--- config.mk ---
export PLATFORM = sky130hd
export DESIGN_NAME = lexeme_splitter_byte_stream
export DESIGN_NICKNAME = d
export VERILOG_FILES = /design/src/rtl/lss_pkg.sv /design/src/rtl/lexeme_splitter_byte_stream.sv /design/src/rtl/lss_in_queue.sv /design/src/rtl/lss_engine.sv /design/src/rtl/lss_out_stage.sv
export SDC_FILE = /design/constraint.sdc
export NUM_CORES = 1
export LEC_CHECK = 0
export BUFFER_PORTS_ARGS = -buffer_cell sky130_fd_sc_hd__buf_2
export CAP_MARGIN = 0
export CORE_MARGIN = 2
export CORE_UTILIZATION = 35
export DETAILED_ROUTE_END_ITERATION = 10
export SLEW_MARGIN = 20
export SYNTH_ARGS = -nofsm -noshare
export SYNTH_HDL_FRONTEND = slang
export SYNTH_HIERARCHICAL = 1
export SYNTH_SLANG_ARGS = --single-unit
--- constraint.sdc ---
create_clock -name clk -period 6.6 [get_ports clk]
set_clock_uncertainty 0.05 [all_clocks]
set_input_delay 1.32 -clock clk [delete_from_list [all_inputs] [get_ports clk]]
set_output_delay 1.32 -clock clk [all_outputs]
set_load 0.005 [all_outputs]
--- src/rtl/lss_pkg.sv ---
package lss_pkg;

    // Window depth and line counter width.
    localparam int LOOK_BYTES = 5;
    localparam int LINE_BITS  = 16;
    localparam logic [LINE_BITS-1:0] LINE_MAX = {LINE_BITS{1'b1}};
    localparam logic [LINE_BITS-1:0] LINE_ONE = {{(LINE_BITS-1){1'b0}}, 1'b1};

    // Character codes.
    localparam logic [7:0] CH_NUL   = 8'h00;
    localparam logic [7:0] CH_TAB   = 8'h09;
    localparam logic [7:0] CH_LF    = 8'h0A;
    localparam logic [7:0] CH_VT    = 8'h0B;
    localparam logic [7:0] CH_FF    = 8'h0C;
    localparam logic [7:0] CH_CR    = 8'h0D;
    localparam logic [7:0] CH_SP    = 8'h20;
    localparam logic [7:0] CH_BANG  = 8'h21;
    localparam logic [7:0] CH_QUOTE = 8'h22;
    localparam logic [7:0] CH_DOLL  = 8'h24;
    localparam logic [7:0] CH_APOS  = 8'h27;
    localparam logic [7:0] CH_COMMA = 8'h2C;
    localparam logic [7:0] CH_DOT   = 8'h2E;
    localparam logic [7:0] CH_COLON = 8'h3A;
    localparam logic [7:0] CH_QMARK = 8'h3F;
    localparam logic [7:0] CH_B     = 8'h42;
    localparam logic [7:0] CH_D     = 8'h44;
    localparam logic [7:0] CH_L     = 8'h4C;
    localparam logic [7:0] CH_O     = 8'h4F;
    localparam logic [7:0] CH_R     = 8'h52;
    localparam logic [7:0] CH_T     = 8'h54;
    localparam logic [7:0] CH_W     = 8'h57;
    localparam logic [7:0] CH_Z     = 8'h5A;
    localparam logic [7:0] CH_ELL0  = 8'hE2;
    localparam logic [7:0] CH_ELL1  = 8'h80;
    localparam logic [7:0] CH_ELL2  = 8'hA6;

    // Error codes.
    localparam logic [1:0] ERR_NONE  = 2'd0;
    localparam logic [1:0] ERR_CONT  = 2'd1;
    localparam logic [1:0] ERR_TLDR  = 2'd2;
    localparam logic [1:0] ERR_DELIM = 2'd3;

    // Input item kinds.
    localparam logic KIND_DATA = 1'b0;
    localparam logic KIND_END  = 1'b1;

    typedef struct packed {
        logic       kind;
        logic [7:0] char_in;
    } in_item_t;

    typedef struct packed {
        logic [7:0]           char_out;
        logic                 lexeme_first;
        logic                 lexeme_final;
        logic [LINE_BITS-1:0] line_number;
        logic [1:0]           err_code;
        logic                 end_of_file;
        logic                 run_last;
    } result_t;

    // What the scan engine hands to the output stage in one cycle.
    typedef struct packed {
        logic    r_valid;
        result_t r;
        logic    step_end;
    } emit_t;

    typedef enum logic [3:0] {
        M_IDLE,
        M_TOKEN,
        M_STRING,
        M_BTW,
        M_COMMENT,
        M_AFTER,
        M_CONT,
        M_ZTAIL
    } mode_e;

    typedef enum logic [1:0] {
        P_WAIT,
        P_RUN,
        P_DRAIN
    } phase_e;

    function automatic logic is_nl(input logic [7:0] c);
        return c == CH_CR || c == CH_LF;
    endfunction

    function automatic logic is_space(input logic [7:0] c);
        return c == CH_SP || c == CH_TAB || c == CH_LF || c == CH_VT
            || c == CH_FF || c == CH_CR;
    endfunction

    // True when a lexeme ends before the byte b1 (b2, b3 follow it).
    function automatic logic ends_at(input logic [7:0] b1, input logic [7:0] b2,
                                     input logic [7:0] b3);
        return b1 == CH_NUL || is_space(b1) || b1 == CH_COMMA || b1 == CH_BANG
            || b1 == CH_QMARK || (b1 == CH_APOS && b2 == CH_Z)
            || (b1 == CH_DOT && b2 == CH_DOT && b3 == CH_DOT)
            || (b1 == CH_ELL0 && b2 == CH_ELL1 && b3 == CH_ELL2);
    endfunction

    // Length of a line end (CR, LF or CRLF) starting at x.
    function automatic logic [1:0] nl_len(input logic [7:0] x, input logic [7:0] y);
        if (x == CH_CR && y == CH_LF)
        begin
            return 2'd2;
        end
        return is_nl(x) ? 2'd1 : 2'd0;
    endfunction

endpackage

--- src/rtl/lexeme_splitter_byte_stream.sv ---
// Lexeme splitter for a source byte stream.
// The input channel (in_valid, in_ready, in_data) takes one transaction per
// source byte, or an end-of-buffer marker. The output channel (out_valid,
// out_ready, out_data) gives one transaction per lexeme byte, newline lexeme,
// end lexeme or error, each with its line number; run_last marks the final
// result caused by one input transaction.
// A two-entry input queue feeds a scan engine that makes one decision per
// cycle, while it runs and the output stage does not hold it, over a
// five-byte lookahead window. Output lags the input by four bytes of
// lookahead. The engine appends a byte to the window, then makes the
// decisions it triggers; it takes the next byte from the queue only after
// those decisions are done. An end-of-buffer marker runs decisions on the
// pending bytes and then closes the buffer.
// Results pass through a holding register and an output register.
// Reset clears the queue, scan state and output; no transaction is pending.
// When the receiver stalls, the output register holds and the engine and
// queue fill and then drop in_ready.
module lexeme_splitter_byte_stream (
    input  logic              clk,
    input  logic              rst_n,
    input  logic              in_valid,
    output logic              in_ready,
    input  lss_pkg::in_item_t in_data,
    output logic              out_valid,
    input  logic              out_ready,
    output lss_pkg::result_t  out_data
);

    logic              q_valid;
    logic              q_pop;
    lss_pkg::in_item_t q_data;
    logic              adv;
    lss_pkg::emit_t    emit;

    // Front: input queue.
    lss_in_queue u_queue (
        .clk      (clk),
        .rst_n    (rst_n),
        .in_valid (in_valid),
        .in_ready (in_ready),
        .in_data  (in_data),
        .q_valid  (q_valid),
        .q_pop    (q_pop),
        .q_data   (q_data)
    );

    // Back: scan engine.
    lss_engine u_engine (
        .clk     (clk),
        .rst_n   (rst_n),
        .q_valid (q_valid),
        .q_pop   (q_pop),
        .q_data  (q_data),
        .adv     (adv),
        .emit    (emit)
    );

    // Result holding and output register.
    lss_out_stage u_out (
        .clk       (clk),
        .rst_n     (rst_n),
        .emit      (emit),
        .adv       (adv),
        .out_valid (out_valid),
        .out_ready (out_ready),
        .out_data  (out_data)
    );

endmodule

--- src/rtl/lss_in_queue.sv ---
module lss_in_queue (
    input  logic               clk,
    input  logic               rst_n,
    input  logic               in_valid,
    output logic               in_ready,
    input  lss_pkg::in_item_t  in_data,
    output logic               q_valid,
    input  logic               q_pop,
    output lss_pkg::in_item_t  q_data
);

    // Two-entry queue between the input channel and the scan engine.
    lss_pkg::in_item_t slot_reg [2];
    logic              wr_ptr_reg;
    logic              rd_ptr_reg;
    logic [1:0]        fill_reg;
    logic              push;
    logic              pop;

    assign in_ready = fill_reg != 2'd2;
    assign q_valid  = fill_reg != 2'd0;
    assign q_data   = slot_reg[rd_ptr_reg];
    assign push     = in_valid && in_ready;
    assign pop      = q_pop && q_valid;

    // Payload storage needs no reset.
    always_ff @(posedge clk)
    begin
        if (push)
        begin
            slot_reg[wr_ptr_reg] <= in_data;
        end
    end

    // Pointers and fill level.
    always_ff @(posedge clk or negedge rst_n)
    begin
        if (!rst_n)
        begin
            wr_ptr_reg <= 1'b0;
            rd_ptr_reg <= 1'b0;
            fill_reg   <= 2'd0;
        end
        else
        begin
            if (push)
            begin
                wr_ptr_reg <= ~wr_ptr_reg;
            end
            if (pop)
            begin
                rd_ptr_reg <= ~rd_ptr_reg;
            end
            if (push && !pop)
            begin
                fill_reg <= fill_reg + 2'd1;
            end
            else if (pop && !push)
            begin
                fill_reg <= fill_reg - 2'd1;
            end
        end
    end

endmodule

--- src/rtl/lss_engine.sv ---
module lss_engine (
    input  logic               clk,
    input  logic               rst_n,
    input  logic               q_valid,
    output logic               q_pop,
    input  lss_pkg::in_item_t  q_data,
    input  logic               adv,
    output lss_pkg::emit_t     emit
);

    lss_pkg::phase_e                 phase_reg, phase_next;
    lss_pkg::mode_e                  mode_reg, mode_next;
    logic [7:0]                      win_reg [lss_pkg::LOOK_BYTES];
    logic [7:0]                      win_next [lss_pkg::LOOK_BYTES];
    logic [2:0]                      count_reg, count_next;
    logic [lss_pkg::LINE_BITS-1:0]   line_reg, line_next;
    logic                            als_reg, als_next;
    logic [15:0]                     prior_reg, prior_next;
    logic                            halt_reg, halt_next;

    // Decision of one scan step over the window.
    logic [7:0]                      a [lss_pkg::LOOK_BYTES];
    logic [2:0]                      k;
    logic                            bump;
    logic                            fin;
    logic                            lead;
    logic                            esc;
    logic [1:0]                      n0;
    logic [1:0]                      n3;
    logic [2:0]                      kk;
    logic [7:0]                      rc;
    logic                            rfirst;
    logic                            rfinal;
    logic [1:0]                      rerr;
    logic                            reof;
    logic                            rv;
    logic                            do_decide;
    logic [2:0]                      cnt_after;
    logic                            append;
    logic                            step_end;

    // Bytes past the fill level read as zero.
    always_comb
    begin
        for (int i = 0; i < lss_pkg::LOOK_BYTES; i++)
        begin
            a[i] = (3'(i) < count_reg) ? win_reg[i] : lss_pkg::CH_NUL;
        end
    end

    // One decision: mode update, results and bytes consumed.
    always_comb
    begin
        mode_next  = mode_reg;
        als_next   = als_reg;
        prior_next = prior_reg;
        halt_next  = halt_reg;
        k      = 3'd0;
        bump   = 1'b0;
        lead   = 1'b0;
        rv     = 1'b0;
        rc     = a[0];
        rfirst = 1'b0;
        rfinal = 1'b0;
        rerr   = lss_pkg::ERR_NONE;
        reof   = 1'b0;
        fin    = lss_pkg::ends_at(a[1], a[2], a[3]);
        esc    = prior_reg[7:0] == lss_pkg::CH_COLON && prior_reg[15:8] != lss_pkg::CH_COLON;
        n0     = lss_pkg::nl_len(a[0], a[1]);
        n3     = lss_pkg::nl_len(a[3], a[4]);

        unique case (mode_reg)
            lss_pkg::M_TOKEN:
            begin
                rv     = 1'b1;
                rfinal = fin;
                if (fin)
                begin
                    mode_next = lss_pkg::M_IDLE;
                end
                k = 3'd1;
            end
            lss_pkg::M_STRING:
            begin
                if (a[0] == lss_pkg::CH_QUOTE && !esc)
                begin
                    if (!fin)
                    begin
                        rv        = 1'b1;
                        rc        = lss_pkg::CH_NUL;
                        rerr      = lss_pkg::ERR_DELIM;
                        halt_next = 1'b1;
                    end
                    else
                    begin
                        rv        = 1'b1;
                        rfinal    = 1'b1;
                        mode_next = lss_pkg::M_IDLE;
                        k         = 3'd1;
                    end
                end
                else
                begin
                    prior_next = {prior_reg[7:0], a[0]};
                    rv         = 1'b1;
                    rfinal     = a[1] == lss_pkg::CH_NUL || lss_pkg::is_nl(a[1]);
                    if (rfinal)
                    begin
                        mode_next = lss_pkg::M_IDLE;
                    end
                    k = 3'd1;
                end
            end
            lss_pkg::M_BTW:
            begin
                if (a[0] == lss_pkg::CH_NUL)
                begin
                    rv = 1'b1; rc = lss_pkg::CH_DOLL; rfirst = 1'b1; rfinal = 1'b1;
                    reof = 1'b1; halt_next = 1'b1;
                end
                else if (lss_pkg::is_nl(a[0]))
                begin
                    mode_next = lss_pkg::M_IDLE;
                end
                else
                begin
                    k = 3'd1;
                end
            end
            lss_pkg::M_COMMENT:
            begin
                if (a[0] == lss_pkg::CH_NUL)
                begin
                    rv = 1'b1; rc = lss_pkg::CH_DOLL; rfirst = 1'b1; rfinal = 1'b1;
                    reof = 1'b1; halt_next = 1'b1;
                end
                else if (a[0] == lss_pkg::CH_T && a[1] == lss_pkg::CH_L
                         && a[2] == lss_pkg::CH_D && a[3] == lss_pkg::CH_R)
                begin
                    k         = 3'd4;
                    mode_next = lss_pkg::M_AFTER;
                end
                else if (n0 != 2'd0)
                begin
                    bump = 1'b1;
                    k    = {1'b0, n0};
                end
                else
                begin
                    k = 3'd1;
                end
            end
            lss_pkg::M_AFTER:
            begin
                if (lss_pkg::is_space(a[0]) && !lss_pkg::is_nl(a[0]))
                begin
                    k = 3'd1;
                end
                else if (a[0] == lss_pkg::CH_COMMA || lss_pkg::is_nl(a[0]))
                begin
                    mode_next = lss_pkg::M_IDLE;
                end
                else
                begin
                    rv = 1'b1; rc = lss_pkg::CH_NUL; rerr = lss_pkg::ERR_TLDR;
                    halt_next = 1'b1;
                end
            end
            lss_pkg::M_CONT:
            begin
                if (lss_pkg::is_nl(a[0]))
                begin
                    rv = 1'b1; rc = lss_pkg::CH_NUL; rerr = lss_pkg::ERR_CONT;
                    halt_next = 1'b1;
                end
                else if (lss_pkg::is_space(a[0]))
                begin
                    k = 3'd1;
                end
                else
                begin
                    mode_next = lss_pkg::M_IDLE;
                    lead      = 1'b1;
                end
            end
            lss_pkg::M_ZTAIL:
            begin
                rv        = 1'b1;
                rc        = lss_pkg::CH_Z;
                rfinal    = 1'b1;
                k         = 3'd2;
                mode_next = lss_pkg::M_IDLE;
            end
            default:
            begin
                mode_next = lss_pkg::M_IDLE;
                lead      = 1'b1;
            end
        endcase

        // Start of a new lexeme.
        if (lead)
        begin
            priority if (a[0] == lss_pkg::CH_NUL)
            begin
                rv = 1'b1; rc = lss_pkg::CH_DOLL; rfirst = 1'b1; rfinal = 1'b1;
                reof = 1'b1; halt_next = 1'b1;
            end
            else if (a[0] == lss_pkg::CH_COMMA)
            begin
                rv = 1'b1; rc = lss_pkg::CH_LF; rfirst = 1'b1; rfinal = 1'b1;
                als_next = 1'b1; k = 3'd1;
            end
            else if (a[0] == lss_pkg::CH_BANG || a[0] == lss_pkg::CH_QMARK)
            begin
                rv = 1'b1; rfirst = 1'b1; rfinal = 1'b1;
                als_next = 1'b0; k = 3'd1;
            end
            else if (a[0] == lss_pkg::CH_APOS && a[1] == lss_pkg::CH_Z)
            begin
                rv = 1'b1; rfirst = 1'b1;
                als_next  = 1'b0;
                mode_next = lss_pkg::M_ZTAIL;
            end
            else if (n0 != 2'd0)
            begin
                rv = 1'b1; rc = lss_pkg::CH_LF; rfirst = 1'b1; rfinal = 1'b1;
                bump = 1'b1; als_next = 1'b1; k = {1'b0, n0};
            end
            else if (lss_pkg::is_space(a[0]))
            begin
                k = 3'd1;
            end
            else if (n3 != 2'd0 && ((a[0] == lss_pkg::CH_DOT && a[1] == lss_pkg::CH_DOT
                     && a[2] == lss_pkg::CH_DOT) || (a[0] == lss_pkg::CH_ELL0
                     && a[1] == lss_pkg::CH_ELL1 && a[2] == lss_pkg::CH_ELL2)))
            begin
                k         = 3'd3 + {1'b0, n3};
                bump      = 1'b1;
                mode_next = lss_pkg::M_CONT;
            end
            else if (als_reg && a[0] == lss_pkg::CH_O && a[1] == lss_pkg::CH_B
                     && a[2] == lss_pkg::CH_T && a[3] == lss_pkg::CH_W)
            begin
                k         = 3'd4;
                mode_next = lss_pkg::M_COMMENT;
            end
            else if (a[0] == lss_pkg::CH_B && a[1] == lss_pkg::CH_T
                     && a[2] == lss_pkg::CH_W)
            begin
                k         = 3'd3;
                mode_next = lss_pkg::M_BTW;
            end
            else if (a[0] == lss_pkg::CH_QUOTE)
            begin
                als_next   = 1'b0;
                prior_next = {8'h00, lss_pkg::CH_QUOTE};
                rv         = 1'b1;
                rfirst     = 1'b1;
                rfinal     = a[1] == lss_pkg::CH_NUL || lss_pkg::is_nl(a[1]);
                mode_next  = rfinal ? lss_pkg::M_IDLE : lss_pkg::M_STRING;
                k          = 3'd1;
            end
            else
            begin
                als_next  = 1'b0;
                rv        = 1'b1;
                rfirst    = 1'b1;
                rfinal    = fin;
                mode_next = fin ? lss_pkg::M_IDLE : lss_pkg::M_TOKEN;
                k         = 3'd1;
            end
        end
    end

    // Sequencing of a transaction: append, decide loop, end-of-buffer drain.
    always_comb
    begin
        phase_next = phase_reg;
        q_pop      = 1'b0;
        do_decide  = 1'b0;
        append     = 1'b0;
        step_end   = 1'b0;
        emit       = '0;
        kk         = (k > count_reg) ? count_reg : k;
        cnt_after  = count_reg - kk;
        line_next  = line_reg;
        count_next = count_reg;
        for (int i = 0; i < lss_pkg::LOOK_BYTES; i++)
        begin
            win_next[i] = win_reg[i];
        end

        unique case (phase_reg)
            lss_pkg::P_WAIT:
            begin
                if (q_valid)
                begin
                    // The queue entry is only taken when the engine advances.
                    q_pop = adv;
                    if (q_data.kind == lss_pkg::KIND_END)
                    begin
                        phase_next = lss_pkg::P_DRAIN;
                    end
                    else if (halt_reg)
                    begin
                        step_end = 1'b1;
                    end
                    else
                    begin
                        append = 1'b1;
                        if (count_reg == 3'(lss_pkg::LOOK_BYTES - 1))
                        begin
                            phase_next = lss_pkg::P_RUN;
                        end
                        else
                        begin
                            step_end = 1'b1;
                        end
                    end
                end
            end
            lss_pkg::P_RUN:
            begin
                do_decide = 1'b1;
                if (halt_next || cnt_after < 3'(lss_pkg::LOOK_BYTES))
                begin
                    step_end   = 1'b1;
                    phase_next = lss_pkg::P_WAIT;
                end
            end
            default:
            begin
                if (halt_reg || count_reg == 3'd0)
                begin
                    step_end   = 1'b1;
                    phase_next = lss_pkg::P_WAIT;
                    if (!halt_reg)
                    begin
                        emit.r_valid        = 1'b1;
                        emit.r.line_number  = line_reg;
                        if (mode_reg == lss_pkg::M_AFTER)
                        begin
                            emit.r.err_code = lss_pkg::ERR_TLDR;
                        end
                        else
                        begin
                            emit.r.char_out     = lss_pkg::CH_DOLL;
                            emit.r.lexeme_first = 1'b1;
                            emit.r.lexeme_final = 1'b1;
                            emit.r.end_of_file  = 1'b1;
                        end
                    end
                end
                else
                begin
                    do_decide = 1'b1;
                end
            end
        endcase

        if (append)
        begin
            for (int i = 0; i < lss_pkg::LOOK_BYTES; i++)
            begin
                if (3'(i) == count_reg)
                begin
                    win_next[i] = q_data.char_in;
                end
            end
            count_next = count_reg + 3'd1;
        end

        if (do_decide)
        begin
            emit.r_valid        = rv;
            emit.r.char_out     = rc;
            emit.r.lexeme_first = rfirst;
            emit.r.lexeme_final = rfinal;
            emit.r.line_number  = line_reg;
            emit.r.err_code     = rerr;
            emit.r.end_of_file  = reof;
            if (bump && line_reg != lss_pkg::LINE_MAX)
            begin
                line_next = line_reg + lss_pkg::LINE_ONE;
            end
            count_next = cnt_after;
            for (int j = 1; j <= lss_pkg::LOOK_BYTES; j++)
            begin
                if (3'(j) == kk)
                begin
                    for (int i = 0; i + j < lss_pkg::LOOK_BYTES; i++)
                    begin
                        win_next[i] = win_reg[i + j];
                    end
                end
            end
        end
        emit.step_end = step_end;
    end

    // Window bytes carry no reset.
    always_ff @(posedge clk)
    begin
        if (adv)
        begin
            for (int i = 0; i < lss_pkg::LOOK_BYTES; i++)
            begin
                win_reg[i] <= win_next[i];
            end
        end
    end

    // Scan state; the end of a buffer returns everything to reset values.
    always_ff @(posedge clk or negedge rst_n)
    begin
        if (!rst_n)
        begin
            phase_reg <= lss_pkg::P_WAIT;
            mode_reg  <= lss_pkg::M_IDLE;
            count_reg <= 3'd0;
            line_reg  <= lss_pkg::LINE_ONE;
            als_reg   <= 1'b1;
            prior_reg <= 16'h0000;
            halt_reg  <= 1'b0;
        end
        else if (adv)
        begin
            phase_reg <= phase_next;
            if (phase_reg == lss_pkg::P_DRAIN && step_end)
            begin
                mode_reg  <= lss_pkg::M_IDLE;
                count_reg <= 3'd0;
                line_reg  <= lss_pkg::LINE_ONE;
                als_reg   <= 1'b1;
                prior_reg <= 16'h0000;
                halt_reg  <= 1'b0;
            end
            else
            begin
                count_reg <= count_next;
                line_reg  <= line_next;
                if (do_decide)
                begin
                    mode_reg  <= mode_next;
                    als_reg   <= als_next;
                    prior_reg <= prior_next;
                    halt_reg  <= halt_next;
                end
            end
        end
    end

endmodule

--- src/rtl/lss_out_stage.sv ---
module lss_out_stage (
    input  logic              clk,
    input  logic              rst_n,
    input  lss_pkg::emit_t    emit,
    output logic              adv,
    output logic              out_valid,
    input  logic              out_ready,
    output lss_pkg::result_t  out_data
);

    // One result is held back until it is known whether it ends its transaction.
    lss_pkg::result_t pend_reg;
    logic             pend_valid_reg;
    logic             pend_done_reg;
    logic             step_emit_reg;
    lss_pkg::result_t out_reg;
    logic             out_valid_reg;
    logic             can_push;
    logic             mark;
    logic             push;
    lss_pkg::result_t push_data;
    lss_pkg::result_t new_data;

    assign can_push  = !out_valid_reg || out_ready;
    assign adv       = !pend_valid_reg || can_push;
    assign mark      = emit.step_end && !emit.r_valid && step_emit_reg && pend_valid_reg;
    assign push      = adv && pend_valid_reg && (emit.r_valid || pend_done_reg || mark);
    assign out_valid = out_valid_reg;
    assign out_data  = out_reg;

    always_comb
    begin
        push_data          = pend_reg;
        push_data.run_last = pend_reg.run_last | mark;
        new_data           = emit.r;
        new_data.run_last  = emit.step_end;
    end

    // Payload registers.
    always_ff @(posedge clk)
    begin
        if (push)
        begin
            out_reg <= push_data;
        end
        if (adv && emit.r_valid)
        begin
            pend_reg <= new_data;
        end
    end

    // Control flags.
    always_ff @(posedge clk or negedge rst_n)
    begin
        if (!rst_n)
        begin
            pend_valid_reg <= 1'b0;
            pend_done_reg  <= 1'b0;
            step_emit_reg  <= 1'b0;
            out_valid_reg  <= 1'b0;
        end
        else
        begin
            if (push)
            begin
                out_valid_reg <= 1'b1;
            end
            else if (out_ready)
            begin
                out_valid_reg <= 1'b0;
            end
            if (adv)
            begin
                if (emit.r_valid)
                begin
                    pend_valid_reg <= 1'b1;
                    pend_done_reg  <= emit.step_end;
                end
                else if (push)
                begin
                    pend_valid_reg <= 1'b0;
                    pend_done_reg  <= 1'b0;
                end
                step_emit_reg <= emit.step_end ? 1'b0 : (step_emit_reg | emit.r_valid);
            end
        end
    end

endmodule

==> Word-level counts from Yosys, hierarchy flattened <==
Memories as Yosys holds them, arrays and structs flattened.
Index checks and enable logic that the tools add are counted.
{ "word_totals": {"ff_bits": 111, "mem_bits_rw": 58, "input_bits": 13, "output_inout_bits": 32, "word_cells": 457, "n_memories": 2} }
{ "op_classes": {"addsub": 6, "n_lt_le_gt_ge": 7, "n_eq_ne": 78, "n_mux": 233, "n_bitwise": 4, "reduce_logical": 99} }
{ "mem_list": {"columns": ["name", "depth", "word_bits", "read_ports", "rd_ports_with_merged_regs", "write_ports", "line", "source"], "rows": [
  ["u_engine.win_reg", 5, 8, 5, 0, 5, "lss_engine.sv:13", "logic [7:0] win_reg [lss_pkg::LOOK_BYTES];"],
  ["u_queue.slot_reg", 2, 9, 1, 0, 1, "lss_in_queue.sv:13", "lss_pkg::in_item_t slot_reg [2];"]
]} }
{ "ops": {"columns": ["cell", "n"], "rows": [
  ["$mux 16", 19],
  ["$mux 8", 24],
  ["$eq 8x6->1 const B", 16],
  ["$mux 30", 4],
  ["$mux 1", 110],
  ["$eq 8x4->1 const B", 13],
  ["$eq 8x7->1 const B", 13],
  ["$mux 4", 24],
  ["$mux 32", 2],
  ["$mux 3", 17],
  ["$eq 8x8->1 const B", 6],
  ["$mux 2", 20],
  ["$mux 40", 1],
  ["$pmux 8 s5", 1],
  ["$logic_and 1x1->1", 37],
  ["$logic_or 1x1->1", 30],
  ["$mux 24", 1],
  ["$pmux 4 s6", 1],
  ["$pmux 3 s7", 1],
  ["$ne 6x2->1 const B", 3],
  ["$reduce_bool 2->1", 9],
  ["$add 16x1->16 const B", 1],
  ["$eq 4x3->1 const B", 4],
  ["$logic_not 8->1", 2],
  ["42 further kinds", 68]
]} }

==> Depth between registers and ports, before layout <==
Gate-level depths: netlist of run 1.
{ "depth": {"ltp_word": 37, "mapped_depth": 26, "ltp_nobuf": 22} }

==> By module <==
The synthesis of run 1 kept the hierarchy.
{ "by_module_without_submodules": {"columns": ["mod", "instances", "cells_per_inst", "area_each_um2"], "rows": [
  ["lss_engine", 1, 855, 7099.3],
  ["lss_out_stage", 1, 79, 2009.4],
  ["lss_in_queue", 1, 46, 860.8]
]} }

==> Worst setup path before layout of run 1 <==
OpenSTA, ideal clock, no wires.
{ "synth_timing": {"path_type": "flip-flop to flip-flop", "from": "memory u_engine.win_reg[0][0]", "to": "register u_out.out_reg, in the netlist u_out/out_data[0], enable pin", "setup_ns": 0.427, "t_arrival_ns": 6.384, "t_required_ns": 6.123, "setup_slack_ns": -0.261, "stages_incl_launch_ff": 25, "n_path_buf": 2, "period_less_slack_ns": 6.861, "path_cell_list": "edfxtp_1 nor4b_2 nand4_1 nor4b_1 o21a_1 mux2_1 a21oi_4 nor2b_1 ha_1 nor2b_1 o21ai_0 a32oi_1 nor2_1 a21o_4 inv_2 buf_2 ha_1 fa_1 xnor2_1 and3_1 o21ai_0 buf_4 a21o_1 o21ai_0 a21oi_1"} }
{ "synth_lines": {"columns": ["item", "line", "source"], "rows": [
  ["start, declared", "lss_engine.sv:13", null],
  ["end signal, assigned", "lss_out_stage.sv:44", "out_reg <= push_data;"],
  ["end, declared", "lss_out_stage.sv:16", "lss_pkg::result_t out_reg;"]
]} }

==> results.txt, run 1 <==
----------------------------------------------------
[Status]
  Status ... complete, no violations

[Layout]
  Final core utilization ... 41.4%
  Filler cells ... 2756
  Number of standard cells in the final layout excluding fillers ... 1432
  Final antenna diode count ... 0
  Total area of multi-input combinational cells ... 4800 um^2
  Final-stage net count ... 1064
  Sequential cell area ... 4820 um^2
  Layout-stage area growth over the synthesis result ... 16.2%
  Layout cell share with drive strength beyond 1 ... 18.4%
  Max FFs per register ... 40

[Setup path]
  Slowest cell on the critical path ... edfxtp_1
  Top cell by count, worst path ... o21ai_0
  Cells along the critical path ... or3b_2 -> a2111oi_4 -> o21a_1 -> mux2_1 -> a21oi_4 -> nor2b_1 -> ha_1 -> nor2b_1 -> o21ai_0 -> a32oi_1 -> nor2_1 -> a21o_4 -> inv_2 -> ha_1 -> fa_1 -> xnor2_1 -> and3_1 -> o21ai_0 -> a21o_1 -> o21ai_0 -> a21oi_4 -> buf_12
  Endpoint required time on the critical path ... 6.69 ns
  Biggest cell delay along the critical path ... 0.55 ns
  Crit. End Element ... flip-flop
  Maximum fanout encountered on the critical timing path ... 30
  Crit path buffers/inverters ... 2
  Worst Path Arrival ... 6.36 ns
  Classification of the worst setup path ... reg2reg
  Cell family with most CP delay ... compound AO/OA/AOI/OAI gates
  Startpoint kind of the worst setup timing path ... flip-flop

[Power]
  Ratio of total power to cell area ... 532 nW/um^2
  Leak Pwr ... 4.20 nW
  Final total power ... 6.16 mW
  Peak supply drop ... 0.219 mV

[Route]
  Overall via count from detail_route ... 8572
  Vias per cell ... 5.99
  Count of routing violations after the opening detailed-route iteration ... 965
  Routed WL per cell ... 21.0 um
  Count of TritonRoute iterations in the first routing pass ... 6
  Final routed DRC violation total ... 0
  Number of nets with antenna violations after detailed routing ... 0
  Final wirelength ... 30100 um

[GRT]
  Pin count of the biggest net entering global routing ... 52
  Antenna violations before repair ... 0
  Vias in the first global route ... 7970
  Busiest metal layer after global routing ... met2
  Grt met2 use ... 31.6%
  Global-route wire length before repair ... 46600 um
  Met3 GRT Util ... 3.19%
  Total Routing Usage GR ... 19.9%
  Met1 layer usage reported by global route ... 26.9%
  Global route overflow ... 0

[Clock tree]
  CTS clock-pin slew for the worst setup and hold paths ... 0.07 ns
  Number of buffers inserted for hold repair after clock tree synthesis ... 0
  Worst skew pair latency ... 0.45 ns
  # clock sinks ... 169
  CTS tree ... built
  Max clock buf depth ... 2
  H-Tree Depth ... 4
  Num CTS Buffers ... 17
  Root buffer cell ... clkbuf_16

[Min path]
  Hold Path Class ... reg2reg

[Die]
  Initial core utilization ... 35.6%
  Core Rows ... 61
  Full die area ... 29800 um^2
  Die width ... 173 um
  Die Span Y ... 173 um
  Top Ports ... 45
  Core outline area ... 27900 um^2

[Placed design]
  Pre-CTS setup slack ... 0.341 ns
  Post-Place Cells ... 1387
  Final weighted congestion of routability-driven global placement ... 0.992
  I/O Buffers ... 44
  HPWL Detailed ... 21700 um

[STA]
  Minimum setup slack in the final design ... 0.326 ns
  Period minus WS final ... 6.27 ns
  Ratio of final minimum period to clock period ... 95.1%
  Fmax ... 159 MHz
  Max-slew headroom at the worst pin ... 38.6%
  Fin. Hold Viols ... 0
  Pin slew with the least headroom to its limit ... 0.913 ns
  TNS Setup ... 0 ns
  Slew Viols, Final ... 0
  Final setup violation count ... 0

[Yosys]
  Mapped cell area ... 9960 um^2
  Total of warnings raised by yosys ... 6
  Count of mapped cells out of synthesis ... 978
  Avg Inst Size Synth ... 10.2 um^2
  Post-Syn Nets ... 1001

[Run]
  Max-capacitance violation count ... 0

----------------------------------------------------
==> per-layer routing <==
metal  share of wire, %  wire length (um)
met1                 43             12800
met2                 46             13800
met3                7.6              2280
met4                4.1              1240
met5                  0                 0
==> cells in the final DEF, fill, tap and decap left out, types with 12 or more instances in the layout <==
master / n
dfrtp_1: 47
and3_1: 15
a22oi_1: 19
nor4_1: 21
clkbuf_16: 17
mux2_2: 12
nand2b_1: 16
nor3_1: 28
nand4_1: 18
or3_1: 15
buf_4: 57
nor2b_1: 13
nand3_1: 36
mux2i_1: 30
o22ai_1: 24
buf_2: 44
a22o_1: 13
nor2_1: 64
and2_1: 22
a21oi_1: 45
inv_1: 30
edfxtp_1: 118
o21ai_0: 54
nand2_1: 69
==> power breakdown <==
group          internal, mW  switching [mW]
registers              1.72           0.336
logic                  1.15            1.89
clock network         0.528           0.532
==> per-stage QoR <==
| step | hold slack (ns) | instance area (um^2) |
|---|---|---|
| after global routing | 0.375 | 11600 |
| after floorplan | 0.350 | 9960 |
| after global placement | 0.352 | 10800 |
| after detailed placement | 0.355 | 10800 |
| after CTS | 0.368 | 11400 |
| final | 0.368 | 11600 |
==> path summary, 6_finish.rpt <==
path | cells past startpoint | startpoint | to | slack (ns)
worst max-delay path | 22 | u_engine/win_reg[0][31] | u_out/out_data[14] | 0.33
worst min-delay path | 0 | u_out/pend_reg[3] | u_out/out_data[3] | 0.37
worst max register to register | 22 | u_engine/win_reg[0][31] | u_out/out_data[14] | 0.33
worst min register to register | 0 | u_out/pend_reg[3] | u_out/out_data[3] | 0.37
max in group asynchronous | 2 | rst_n | u_engine/count_reg[0] | 5.06
min in group asynchronous | 2 | rst_n | u_engine/line_reg[5] | 0.95
==> what timing repair did <==
action | 4_1_cts | 5_1_grt
setup endpoints to repair | 0 | 30
setup buffers | 0 | 13
resized for setup | 0 | 6
==> cell type report <==
type / count / area share, %
sequential: 169 / 41.7
inverter: 32 / 1.04
timing repair buffer: 105 / 6.29
tap: 378 / 4.09
clock buffer: 17 / 3.67
clock inverter: 15 / 1.81
multi-input combinational: 716 / 41.4
Power figures use the tool's default switching activity.
==> run 2: changes to the inputs <==
Settings changed: BUFFER_PORTS_ARGS -buffer_cell sky130_fd_sc_hd__buf_2 to -buffer_cell sky130_fd_sc_hd__buf_4.
==> results.txt, run 2 (synthesized netlist as in run 1, its figures left out) <==
----------------------------------------------------
[STA]
  Final setup violation count ... 0
  Max-slew headroom at the worst pin ... 37.3%
  Fin. Hold Viols ... 0
  Period minus WS final ... 6.13 ns
  TNS Setup ... 0 ns
  Ratio of final minimum period to clock period ... 92.8%
  Slew Viols, Final ... 0
  Minimum setup slack in the final design ... 0.473 ns
  Fmax ... 163 MHz
  Setup repair after global routing missed its margin ... false
  Pin slew with the least headroom to its limit ... 0.932 ns

[Setup path]
  Worst Path Arrival ... 6.21 ns
  Top cell by count, worst path ... o21ai_0
  Beginning of the worst register-to-register path ... u_engine/win_reg[0][31]
  Biggest cell delay along the critical path ... 0.53 ns
  Terminus of the critical flop-to-flop path ... u_out/out_data[28]
  Endpoint required time on the critical path ... 6.69 ns
  Cell family with most CP delay ... compound AO/OA/AOI/OAI gates
  Cells along the critical path ... or3b_2 -> a2111oi_2 -> o21a_1 -> mux2_1 -> a21oi_4 -> nor2b_1 -> ha_1 -> nor2b_1 -> o21ai_0 -> a32oi_1 -> nor2_1 -> a21o_4 -> inv_2 -> ha_1 -> fa_1 -> xnor2_1 -> and3_1 -> o21ai_0 -> a21o_1 -> o21ai_0 -> a21oi_2 -> buf_12
  Crit. End Element ... flip-flop
  Classification of the worst setup path ... reg2reg
  Register-to-Register Path Depth ... 22
  Maximum fanout encountered on the critical timing path ... 30
  Crit path buffers/inverters ... 2
  Startpoint kind of the worst setup timing path ... flip-flop
  Worst reg2reg setup slack ... 0.47 ns
  Slowest cell on the critical path ... edfxtp_1

[GRT]
  Total Routing Usage GR ... 19.5%
  Vias in the first global route ... 8009
  Global-route wire length before repair ... 46100 um
  Pin count of the biggest net entering global routing ... 52
  Antenna violations before repair ... 1
  Global route overflow ... 0

[Route]
  Number of nets with antenna violations after detailed routing ... 0
  Final routed DRC violation total ... 0
  Overall via count from detail_route ... 8460
  Vias per cell ... 6.01
  Count of TritonRoute iterations in the first routing pass ... 7
  Final wirelength ... 29500 um
  Count of routing violations after the opening detailed-route iteration ... 1020
  Routed WL per cell ... 21.0 um

[Min path]
  Startpoint of the worst hold path ... u_out/pend_reg[23]
  Hold Path Class ... reg2reg
  End of the worst hold path ... u_out/out_data[23]
  Worst Hold Depth ... 0

[Die]
  Core outline area ... 27900 um^2
  Core Rows ... 61
  Die width ... 173 um
  Initial core utilization ... 35.6%
  Full die area ... 29800 um^2
  Top Ports ... 45
  Die Span Y ... 173 um

[Power]
  Ratio of total power to cell area ... 532 nW/um^2
  Final total power ... 6.09 mW
  Leak Pwr ... 4.12 nW
  Peak supply drop ... 0.228 mV

[Clock tree]
  CTS clock-pin slew for the worst setup and hold paths ... 0.08 ns
  Root buffer cell ... clkbuf_16
  H-Tree Depth ... 4
  Worst skew pair latency ... 0.44 ns
  Number of buffers inserted for hold repair after clock tree synthesis ... 0
  Count of cells resized by post-cts repair ... 0
  Num CTS Buffers ... 17
  CTS tree ... built
  Max clock buf depth ... 2
  Post-CTS setup-driven buffer insertion count ... 0
  # clock sinks ... 169

[Layout]
  Sequential cell area ... 4820 um^2
  Filler cells ... 2742
  Final core utilization ... 41.0%
  Max FFs per register ... 40
  Layout cell share with drive strength beyond 1 ... 16.4%
  Final antenna diode count ... 0
  Total area of multi-input combinational cells ... 4780 um^2
  Final-stage net count ... 1040
  Most common cell after layout, fill and taps aside ... edfxtp_1
  Most frequent cells in the layout ... 118 x edfxtp_1, 80 x buf_4, 69 x nand2_1
  Layout-stage area growth over the synthesis result ... 15.1%

[Placed design]
  Final weighted congestion of routability-driven global placement ... 0.954
  HPWL Detailed ... 21100 um
  Pre-CTS setup slack ... 0.453 ns
  I/O Buffers ... 44

[Status]
  Status ... complete, no violations

[Run]
  Max-capacitance violation count ... 0

----------------------------------------------------
-- run 2: where the power goes --
part | leakage, nW | internal (mW) | switching (mW)
sequential | 1.81 | 1.72 | 0.454
clock | 0.310 | 0.589 | 0.503
combinational | 1.99 | 1.10 | 1.73
-- run 2: worst register-to-register path, cell delays in order, from the launching register on --
cell,delay (ns)
edfxtp_1,0.53
or3b_2,0.50
a2111oi_2,0.53
o21a_1,0.25
mux2_1,0.39
a21oi_4,0.25
nor2b_1,0.17
ha_1,0.15
nor2b_1,0.04
o21ai_0,0.27
a32oi_1,0.22
nor2_1,0.22
a21o_4,0.25
inv_2,0.06
ha_1,0.19
fa_1,0.46
xnor2_1,0.16
and3_1,0.18
o21ai_0,0.26
a21o_1,0.18
o21ai_0,0.12
a21oi_2,0.20
buf_12,0.20
-- run 2: metrics by stage --
step	std cells	instance area (um^2)	hold WS, ns
global route	1408	11500	0.362
global placement	1376	10800	0.351
detailed placement	1376	10800	0.355
floorplan	978	9960	0.350
CTS	1408	11400	0.359
finish	1408	11500	0.360
-- run 2: area by class of cell --
cell class                 instances  share of cell area (%)
multi-input combinational        716                    41.7
inverter                          32                    1.05
timing repair buffer              81                    5.41
clock inverter                    15                    1.92
tap                              378                    4.13
clock buffer                      17                    3.71
sequential                       169                    42.1
-- run 2: metal layers --
layer	wire, um	global-route usage [%]	vias up
met1	12700	26.2	4076
met5	0	0	-
li1	-	-	3854
met4	1120	8.86	0
met3	2280	4.46	86
met2	13400	30.2	444
-- run 2: how the worst max path moves through the flow --
stage | from | endpoint | slack (ns) | cells after the start
finish | u_engine/win_reg[0][31] | u_out/out_data[28] | 0.47 | 22
global route | u_engine/win_reg[0][31] | u_out/out_data[28] | 0.002 | 22
CTS | u_engine/win_reg[0][4] | u_out/out_data[28] | 0.43 | 23
detailed placement | u_engine/win_reg[0][4] | u_out/out_data[26] | 0.45 | 23
global placement | u_engine/win_reg[0][4] | u_out/out_data[26] | 0.62 | 23
floorplan | u_engine/win_reg[0][0] | u_out/out_data[0] | 0.39 | 24
